<file path="src/rtl/curvature_edge_surface_selector_top_assert.svh">
// ----------------------------------------------------------------------------
// curvature edge/surface selector assertion macros
// concurrent checks clocked on clk, disabled while rst_n is low
// ----------------------------------------------------------------------------
`ifndef CURVATURE_EDGE_SURFACE_SELECTOR_TOP_ASSERT_SVH
`define CURVATURE_EDGE_SURFACE_SELECTOR_TOP_ASSERT_SVH
`ifndef NO_ASSERTIONS
`define CESS_ASSERT_SAME(lbl, ante, cons, msg) \
    lbl: assert property (@(posedge clk) disable iff (!rst_n) (ante) |-> (cons)) \
        else $error(msg);
`define CESS_ASSERT_NEXT(lbl, ante, cons, msg) \
    lbl: assert property (@(posedge clk) disable iff (!rst_n) (ante) |=> (cons)) \
        else $error(msg);
`else
`define CESS_ASSERT_SAME(lbl, ante, cons, msg)
`define CESS_ASSERT_NEXT(lbl, ante, cons, msg)
`endif
`endif

</file>
<file path="src/rtl/cess_pkg.sv">
// ----------------------------------------------------------------------------
// cess_pkg
// shared types and constants of the curvature edge/surface selector
// ----------------------------------------------------------------------------
package cess_pkg;

    localparam int COORD_W   = 20;
    localparam int INT_W     = 16;
    localparam int CURV_W    = 50;
    localparam int GAP_W     = 42;
    localparam int LIM_W     = 4;
    localparam int PICK_W    = 5;
    localparam int CFG_W     = 50;
    localparam int CFG_IDX_W = 2;

    localparam logic [CFG_IDX_W-1:0] REG_EDGE_THR  = 2'd0;
    localparam logic [CFG_IDX_W-1:0] REG_GAP_THR   = 2'd1;
    localparam logic [CFG_IDX_W-1:0] REG_EDGE_LIM  = 2'd2;

    localparam logic [CURV_W-1:0] EDGE_THR_RST = 50'd104858;
    localparam logic [GAP_W-1:0]  GAP_THR_RST  = 42'd52429;
    localparam logic [LIM_W-1:0]  EDGE_LIM_RST = 4'd10;

    localparam logic CLASS_EDGE    = 1'b0;
    localparam logic CLASS_SURFACE = 1'b1;

    typedef struct packed {
        logic load_wr;
        logic coord_rd;
        logic acc_en;
        logic acc_first;
        logic acc_center;
        logic sq_en;
        logic curv_wr;
        logic curv_rd;
        logic scan_en;
        logic scan_clr;
        logic scan_max;
        logic mark_best;
        logic emit_ld;
        logic emit_cls;
        logic center_ld;
        logic nb_start;
        logic nb_sq;
        logic nb_mark;
        logic flush;
        logic clr_marks;
    } cmd_t;

    typedef struct packed {
        logic best_valid;
        logic best_gt_thr;
        logic gap_gt_thr;
    } status_t;

endpackage

</file>
<file path="src/rtl/cess_ctrl.sv">
// ----------------------------------------------------------------------------
// cess_ctrl
// sequencer: load, curvature, edge picking with neighbor marking, surfaces
// ----------------------------------------------------------------------------
module cess_ctrl #(
    parameter int MAX_POINTS  = 64,
    parameter int HALF_WINDOW = 5
) (
    input  logic                                  clk,
    input  logic                                  rst_n,
    input  logic                                  start,
    input  logic                                  sector_last,
    output logic                                  busy,
    input  cess_pkg::status_t                     status,
    input  logic [$clog2(MAX_POINTS)-1:0]         best_idx,
    input  logic [cess_pkg::LIM_W-1:0]            edge_limit,
    output cess_pkg::cmd_t                        cmd,
    output logic [$clog2(MAX_POINTS)-1:0]         coord_addr,
    output logic [$clog2(MAX_POINTS)-1:0]         curv_addr,
    output logic [$clog2(MAX_POINTS)-1:0]         mark_addr
);
    import cess_pkg::*;

    localparam int IDX_W    = $clog2(MAX_POINTS);
    localparam int CNT_W    = $clog2(MAX_POINTS + 1);
    localparam int WIN_W    = $clog2(2 * HALF_WINDOW + 1);
    localparam int MIN_PTS  = 2 * HALF_WINDOW + 1;
    localparam int WIN_LAST = 2 * HALF_WINDOW;

    typedef enum logic [3:0] {
        S_IDLE, S_CURV_RD, S_CURV_WAIT, S_CURV_SQ, S_CURV_WR, S_SCAN, S_SCAN_WAIT,
        S_DECIDE, S_EMIT_RD, S_EMIT_LD, S_NB_RD, S_NB_SQ, S_NB_CMP, S_FLUSH, S_CLEAR
    } state_t;

    state_t              state_reg, state_next;
    logic [CNT_W-1:0]    count_reg, count_next;
    logic [IDX_W-1:0]    j_reg, j_next;
    logic [IDX_W-1:0]    i_reg, i_next;
    logic [WIN_W-1:0]    k_reg, k_next;
    logic                surf_reg, surf_next;
    logic                down_reg, down_next;
    logic [PICK_W-1:0]   picked_reg, picked_next;
    logic [IDX_W-1:0]    nb_addr;
    logic [IDX_W-1:0]    win_addr;
    logic [CNT_W:0]      j_end;
    logic [CNT_W-1:0]    last_cand;

    assign busy      = (state_reg != S_IDLE);
    assign nb_addr   = down_reg ? (best_idx - IDX_W'(k_reg)) : (best_idx + IDX_W'(k_reg));
    assign win_addr  = j_reg - IDX_W'(HALF_WINDOW) + IDX_W'(k_reg);
    assign j_end     = (CNT_W+1)'(j_reg) + (CNT_W+1)'(HALF_WINDOW + 1);
    assign last_cand = count_reg - CNT_W'(HALF_WINDOW + 1);
    assign mark_addr = nb_addr;

    always_comb
    begin
        cmd         = '0;
        state_next  = state_reg;
        count_next  = count_reg;
        j_next      = j_reg;
        i_next      = i_reg;
        k_next      = k_reg;
        surf_next   = surf_reg;
        down_next   = down_reg;
        picked_next = picked_reg;
        coord_addr  = win_addr;
        curv_addr   = i_reg;
        case (state_reg)
            S_IDLE:
            begin
                coord_addr = count_reg[IDX_W-1:0];
                if (start)
                begin
                    if (count_reg < CNT_W'(MAX_POINTS))
                    begin
                        cmd.load_wr = 1'b1;
                        count_next  = count_reg + CNT_W'(1);
                    end
                    if (sector_last)
                    begin
                        if (count_next < CNT_W'(MIN_PTS))
                        begin
                            state_next = S_CLEAR;
                        end
                        else
                        begin
                            j_next     = IDX_W'(HALF_WINDOW);
                            k_next     = '0;
                            state_next = S_CURV_RD;
                        end
                    end
                end
            end
            S_CURV_RD:
            begin
                cmd.coord_rd   = 1'b1;
                cmd.acc_en     = 1'b1;
                cmd.acc_first  = (k_reg == '0);
                cmd.acc_center = (k_reg == WIN_W'(HALF_WINDOW));
                if (k_reg == WIN_W'(WIN_LAST))
                begin
                    state_next = S_CURV_WAIT;
                end
                else
                begin
                    k_next = k_reg + WIN_W'(1);
                end
            end
            S_CURV_WAIT:
            begin
                state_next = S_CURV_SQ;
            end
            S_CURV_SQ:
            begin
                cmd.sq_en  = 1'b1;
                state_next = S_CURV_WR;
            end
            S_CURV_WR:
            begin
                cmd.curv_wr = 1'b1;
                curv_addr   = j_reg;
                if (j_end < {1'b0, count_reg})
                begin
                    j_next     = j_reg + IDX_W'(1);
                    k_next     = '0;
                    state_next = S_CURV_RD;
                end
                else
                begin
                    i_next       = IDX_W'(HALF_WINDOW);
                    cmd.scan_clr = 1'b1;
                    surf_next    = 1'b0;
                    picked_next  = '0;
                    state_next   = S_SCAN;
                end
            end
            S_SCAN:
            begin
                cmd.curv_rd  = 1'b1;
                cmd.scan_en  = 1'b1;
                cmd.scan_max = !surf_reg;
                if (CNT_W'(i_reg) == last_cand)
                begin
                    state_next = S_SCAN_WAIT;
                end
                else
                begin
                    i_next = i_reg + IDX_W'(1);
                end
            end
            S_SCAN_WAIT:
            begin
                state_next = S_DECIDE;
            end
            S_DECIDE:
            begin
                if (!surf_reg)
                begin
                    if (!status.best_valid || !status.best_gt_thr)
                    begin
                        i_next       = IDX_W'(HALF_WINDOW);
                        cmd.scan_clr = 1'b1;
                        surf_next    = 1'b1;
                        state_next   = S_SCAN;
                    end
                    else
                    begin
                        cmd.mark_best = 1'b1;
                        picked_next   = picked_reg + PICK_W'(1);
                        if (picked_next > PICK_W'(edge_limit))
                        begin
                            i_next       = IDX_W'(HALF_WINDOW);
                            cmd.scan_clr = 1'b1;
                            surf_next    = 1'b1;
                            state_next   = S_SCAN;
                        end
                        else
                        begin
                            state_next = S_EMIT_RD;
                        end
                    end
                end
                else if (!status.best_valid)
                begin
                    state_next = S_FLUSH;
                end
                else
                begin
                    cmd.mark_best = 1'b1;
                    state_next    = S_EMIT_RD;
                end
            end
            S_EMIT_RD:
            begin
                coord_addr   = best_idx;
                cmd.coord_rd = 1'b1;
                state_next   = S_EMIT_LD;
            end
            S_EMIT_LD:
            begin
                cmd.emit_ld   = 1'b1;
                cmd.emit_cls  = surf_reg;
                cmd.center_ld = 1'b1;
                if (surf_reg)
                begin
                    i_next       = IDX_W'(HALF_WINDOW);
                    cmd.scan_clr = 1'b1;
                    state_next   = S_SCAN;
                end
                else
                begin
                    k_next     = WIN_W'(1);
                    down_next  = 1'b0;
                    state_next = S_NB_RD;
                end
            end
            S_NB_RD:
            begin
                coord_addr   = nb_addr;
                cmd.coord_rd = 1'b1;
                state_next   = S_NB_SQ;
            end
            S_NB_SQ:
            begin
                cmd.nb_sq  = 1'b1;
                state_next = S_NB_CMP;
            end
            S_NB_CMP:
            begin
                cmd.nb_mark = !status.gap_gt_thr;
                if (!status.gap_gt_thr && (k_reg != WIN_W'(HALF_WINDOW)))
                begin
                    k_next     = k_reg + WIN_W'(1);
                    state_next = S_NB_RD;
                end
                else if (!down_reg)
                begin
                    down_next    = 1'b1;
                    k_next       = WIN_W'(1);
                    cmd.nb_start = 1'b1;
                    state_next   = S_NB_RD;
                end
                else
                begin
                    i_next       = IDX_W'(HALF_WINDOW);
                    cmd.scan_clr = 1'b1;
                    state_next   = S_SCAN;
                end
            end
            S_FLUSH:
            begin
                cmd.flush  = 1'b1;
                state_next = S_CLEAR;
            end
            S_CLEAR:
            begin
                cmd.clr_marks = 1'b1;
                count_next    = '0;
                state_next    = S_IDLE;
            end
            default:
            begin
                state_next = S_IDLE;
            end
        endcase
    end

    always_ff @(posedge clk or negedge rst_n)
    begin
        if (!rst_n)
        begin
            state_reg  <= S_IDLE;
            count_reg  <= '0;
            j_reg      <= '0;
            i_reg      <= '0;
            k_reg      <= '0;
            surf_reg   <= 1'b0;
            down_reg   <= 1'b0;
            picked_reg <= '0;
        end
        else
        begin
            state_reg  <= state_next;
            count_reg  <= count_next;
            j_reg      <= j_next;
            i_reg      <= i_next;
            k_reg      <= k_next;
            surf_reg   <= surf_next;
            down_reg   <= down_next;
            picked_reg <= picked_next;
        end
    end

endmodule

</file>
<file path="config.mk">
export PLATFORM = sky130hd
export DESIGN_NAME = cess_ctrl
export DESIGN_NICKNAME = d
export VERILOG_FILES = /design/src/rtl/curvature_edge_surface_selector_top_assert.svh /design/src/rtl/cess_pkg.sv /design/src/rtl/cess_ctrl.sv
export SDC_FILE = /design/constraint.sdc
export NUM_CORES = 1
export LEC_CHECK = 0
export ABC_AREA = 1
export BUFFER_PORTS_ARGS = -buffer_cell sky130_fd_sc_hd__buf_4
export CORE_MARGIN = 5
export CORE_UTILIZATION = 45
export CTS_BUF_LIST = sky130_fd_sc_hd__clkbuf_4 sky130_fd_sc_hd__clkbuf_8 sky130_fd_sc_hd__clkbuf_16
export DETAILED_ROUTE_END_ITERATION = 10
export PLACE_DENSITY = 0.76
export SYNTH_ARGS = -nofsm -noshare
export SYNTH_HDL_FRONTEND = slang
export SYNTH_SLANG_ARGS = --single-unit
export TNS_END_PERCENT = 50
</file>
<file path="constraint.sdc">
create_clock -name clk -period 2.7 [get_ports clk]
set_input_delay 0.405 -clock clk [delete_from_list [all_inputs] [get_ports clk]]
set_output_delay 0.405 -clock clk [all_outputs]
set_load 0.01 [all_outputs]
</file>
# [Yosys cells after proc, flatten, opt, wreduce, memory -nomap -nowiden]
# Index checks and enable logic that the tools add are counted.
[totals] ff_bits=34 elab_cells=166
[classes] addsub=11 eq_ne=35 magnitude_cmp=4 n_mux=84 n_reduce_logical=24
[op_table] op="6-bit two-way mux" count=14
[op_table] op="4-bit two-way mux" count=19
[op_table] op="4-bit case mux with 14 select lines" count=1
[op_table] op="4-bit == test, second input constant" count=8
[op_table] op="2-bit != test, second input constant" count=15
[op_table] op="6-bit case mux with 5 select lines" count=1
[op_table] op="1-bit two-way mux" count=29
[op_table] op="7-bit two-way mux" count=4
[op_table] op="4-bit by 3-bit == test with 1-bit output, second input constant" count=5
[op_table] op="4-bit case mux with 5 select lines" count=1
[op_table] op="6-bit case mux with 3 select lines" count=1
[op_table] op="8-bit AND reduction" count=2
[op_table] op="5-bit two-way mux" count=3
[op_table] op="7-bit case mux with 2 select lines" count=1
[op_table] op="6-bit by 1-bit adder with 6-bit output, second input constant" count=2
[op_table] op="6-bit by 4-bit adder with 6-bit output" count=2
[op_table] op="3-bit two-way mux" count=4
[op_table] op="6-bit case mux with 2 select lines" count=1
[op_table] op="5-bit case mux with 2 select lines" count=1
[op_table] op="5-bit nonzero test" count=2
[op_table] op="4-bit by 2-bit == test with 1-bit output, second input constant" count=2
[op_table] op="4-bit zero test" count=2
[op_table] op="4-bit AND reduction" count=2
[op_table] op="2-bit nonzero test" count=4
[op_table] op="26 further kinds" count=32

# [Depth between registers and ports, before layout]
[depth] depth_word=9 ltp_mapped=15 ltp_nobuf=15

# [Worst setup path before layout]
# No wires, ideal clock.
[synth_timing] path_type="flip-flop to output port" startpoint="register k_reg[0]" endpoint="output port coord_addr[5]" required_time_ns=2.295 path_stages_with_launch=15 slack_ns=-0.067 path_buffers=0 arrival_ns=2.362 path_cell_list="dfrtp_1 > inv_1 > ha_1 > inv_1 > o21ai_0 > inv_1 > ha_1 > nand2_1 > o21ai_0 > nand2_1 > nand2_1 > a21oi_1 > xnor2_1 > nand2_1 > nand3_1"
[synth_between] elab_chain_len=3 elab_cells_between_ends=5
[synth_rtl] item="start, declared" line_no="cess_ctrl.sv:39" source="logic [WIN_W-1:0] k_reg, k_next;"
[synth_rtl] item="start signal, assigned" line_no="cess_ctrl.sv:287" source="k_reg <= k_next;"
[synth_rtl] item="6-bit by 4-bit adder with 6-bit output or 6-bit by 4-bit subtractor with 6-bit output (tied branches)" line_no="cess_ctrl.sv:49" source="assign nb_addr = down_reg ? (best_idx - IDX_W'(k_reg)) : (best_idx + IDX_W'(k_reg));"
[synth_rtl] item="6-bit two-way mux *" line_no="cess_ctrl.sv:49"
[synth_rtl] item="net mark_addr[5]" line_no="cess_ctrl.sv:20" source="output logic [$clog2(MAX_POINTS)-1:0] mark_addr"
[synth_rtl] item="6-bit case mux with 3 select lines *" line_no="cess_ctrl.sv:68" source="case (state_reg)"
[synth_rtl] item="end, declared" line_no="cess_ctrl.sv:18" source="output logic [$clog2(MAX_POINTS)-1:0] coord_addr,"
# The timed path passes the listed nets; every way through them passes the cells marked *.

# [Worst setup path after layout]
[layout_timing] startpoint="register k_reg[1]" endpoint="output port coord_addr[4]"
[layout_between] elab_chain_len=3 elab_cells_between_ends=5
[layout_rtl] item="6-bit by 4-bit adder with 6-bit output or 6-bit by 4-bit subtractor with 6-bit output (tied branches)" line_no="cess_ctrl.sv:49"
[layout_rtl] item="6-bit two-way mux" line_no="cess_ctrl.sv:49"
[layout_rtl] item="6-bit case mux with 3 select lines *" line_no="cess_ctrl.sv:68"
# Mark *: on every way between the ends. The rest lies on a longest branch, timed or not.

==> run summary <==
Status -> finished, violations left
Failing checks -> negative setup slack
Post-Route Skew -> 0.00631 ns
DIE AREA -> 10000 sq um
Crit path launch -> k_reg[1]
Reg2reg setup slack -> 0.50 ns
Period utilisation layout -> 1.06
Worst Setup Start Kind -> flip-flop
CTS buffer count -> 5
Chip Height -> 100 um
DRC violations left -> 0
Final number of setup-violating endpoints -> 5
Syn Inst Count -> 533
GRT Util Overall -> 0.207
Worst Setup End Kind -> output pin
Switching share of power -> 0.257
Drt initial violations -> 154
FP Rows -> 32
#FFs+latches synth -> 34
P_int -> 774 uW
Synth area leaders -> dfrtp_1, nand2_1, ha_1
Syn_area_per_cell -> 6.86 sq um
Initial antenna violation count -> 0
CTS H-tree lvls -> 2
Final WL -> 10.5 mm
CP delay by family, top -> buffers and inverters
Rel. slew slack -> 0.684
Die Span X -> 100 um
Worst-Skew Late Latency -> 0.29 ns
Leak -> 0.00235 uW
Maximum vdd drop -> 0.000168 V
Final nets -> 667
PortBufs -> 55
Crit-path max FO -> 6
N_diodes -> 0
CP Class -> reg -> out
Clock power share -> 0.411
Seq/Total Area, Yosys -> 0.233
Prevailing post-synth register cell -> dfrtp_1
Syn nets -> 587
Clock tree buffer depth -> 2
Critical path, cell by cell -> buf_4 -> nor3_4 -> nor2_1 -> xor2_1 -> inv_1 -> ha_4 -> nand2_1 -> o21ai_1 -> xor2_1 -> nand2_1 -> o2111ai_1 -> buf_4
CTS Hold Buffers Added -> 0
Crit path buffers/inverters -> 3
Crit path to -> coord_addr[4]
Root Buffer -> clkbuf_8
WL per Instance -> 14.6 um
P_sw -> 268 uW
Min Tclk post-route -> 2.85 ns
Via count -> 3794
Top-count cell post-synth -> nand2_1
Core area -> 7810 sq um
Max-Cap Viols -> 0
Starting Density -> 0.468
R2R depth -> 10
I/O pin total -> 56
Crit path depth -> 12
Clk pin slew, worst setup/hold paths -> 0.08 ns
Ys Warns -> 0
Post-DP HPWL -> 7.96 mm
RSZ-0062 raised after global routing -> true
Data arrival, critical path -> 2.45 ns
Finished Layout Cells -> 716
Largest area contributor in the netlist -> dfrtp_1
Vias per std cell -> 5.30
Max-slew violation count -> 0
Area Overhead vs Synth -> 26.3%
Largest register FFs -> 7
Hold Violations, Final -> 0
Largest net degree at the start of global routing -> 35
GP Congestion -> 0.936
CP required -> 2.30 ns
Worst min path class -> in -> async
Max incr delay on CP -> 0.39 ns
FF-to-FF Start -> j_reg[4]
Async SR Flop Fraction -> 1.00
Comb pwr share -> 0.099
EDFF count, synth -> 0
Mapped cell area -> 3660 sq um
Placed cell count -> 693
Synth cell types -> 45
CP max-delay cell -> dfrtp_1
Fin util -> 0.592
Worst slew pin tran -> 0.474 ns
Most frequent cells after synthesis -> nand2_1, inv_1, nor2_1
Post-synth top area share -> 0.233
Post-route setup slack -> -0.154 ns
Max Clk Rate -> 350 MHz
Drt first pass iters -> 5
Reg power frac -> 0.489
First-pass GRT wire length -> 17.2 mm
WHS -> 0.0620 ns
Vias in the first global route -> 3671
CTS tree -> yes
Pwr/cell area -> 226 nW/um^2
Post-route ant nets -> 0
RR Endpoint -> j_reg[3]
Clock net sink count -> 34
Ratio of cells with drive above 1 in the final layout -> 0.283
GR Overflow Total -> 0
[power groups by stage]
stage          Clock (uW)  Combinational, uW  Sequential [uW]
2_1_floorplan           0               33.2              521
3_3_place_gp            0               85.2              520
3_5_place_dp            0               86.7              520
4_1_cts               432               95.3              510
5_1_grt               453                114              510
6_report              429                103              510
[worst min path at each step]
stage | to | slack, ns | depth (start not counted) | from
final | j_reg[2] | 0.06 | 1 | rst_n
after global routing | j_reg[2] | 0.10 | 1 | rst_n
after CTS | j_reg[2] | 0.08 | 1 | rst_n
after detailed placement | count_reg[4] | 0.40 | 1 | rst_n
after global placement | j_reg[2] | 0.39 | 1 | rst_n
after floorplan | count_reg[0] | 0.11 | 0 | rst_n
[final cells by class]
cell class	count	area, sq um
clock inverters	1	5.00
inverters	85	329
fillers	722	3190
flip-flops and latches	34	857
clock buffers	7	90.1
repair buffers	82	623
well taps	102	128
multi-input cells	405	2590
[cells by family after synthesis]
kind of cell / Yosys count / synth area share
flip-flops: 34 / 0.233
AND/OR/NAND/NOR: 266 / 0.342
AO/OA/AOI/OAI: 73 / 0.120
buffers and inverters: 94 / 0.103
adder cells (fa/ha/maj): 37 / 0.131
XOR/XNOR: 29 / 0.0715
[cells in the final DEF, fill, tap and decap left out, types with 4 or more instances in the layout]
| cell | Yosys | layout |
|---|---|---|
| inv_4 | 3 | 4 |
| clkbuf_8 | 0 | 6 |
| nor2_1 | 47 | 45 |
| o21ai_2 | 2 | 4 |
| buf_4 | 2 | 80 |
| nor3_1 | 8 | 7 |
| inv_1 | 74 | 67 |
| o21ai_0 | 25 | 20 |
| nor2_4 | 5 | 6 |
| xnor2_1 | 10 | 10 |
| nand3_2 | 2 | 5 |
| ha_4 | 0 | 5 |
| dfrtp_1 | 34 | 29 |
| dfrtp_2 | 0 | 5 |
| nand3_1 | 29 | 26 |
| a21oi_2 | 0 | 4 |
| a21oi_1 | 18 | 14 |
| o22ai_1 | 4 | 4 |
| nand2_2 | 8 | 12 |
| xor2_1 | 18 | 17 |
| ha_1 | 35 | 28 |
| nand2_1 | 140 | 136 |
| o21ai_1 | 9 | 11 |
| nor2_2 | 7 | 8 |
| inv_2 | 8 | 14 |
| nand4_1 | 10 | 10 |
| o2111ai_1 | 4 | 4 |
[per-layer routing]
layer,global-route usage,part of all wire,up-vias
li1,-,-,1870
met4,0.0601,0.014,0
met2,0.341,0.48,135
met3,0.0320,0.064,13
met5,0,0,-
met1,0.282,0.44,1776
[what timing repair did]
item                       4_1_cts  5_1_grt
buffers inserted                 5       10
pin swaps                        7       14
setup endpoints to repair        7        7
resized for setup               27       21
[through the flow]
step	power (uW)	setup WS, ns	TNS, ns	instance area, sq um
3_3_place_gp	605	0.116	0	4240
3_5_place_dp	607	0.0605	0	4240
2_1_floorplan	554	0.0666	0	3660
4_1_cts	1040	-0.0718	-0.172	4470
6_report	1040	-0.154	-0.334	4620
5_1_grt	1080	-0.243	-1.07	4620
(Power assumes the default switching activity.)
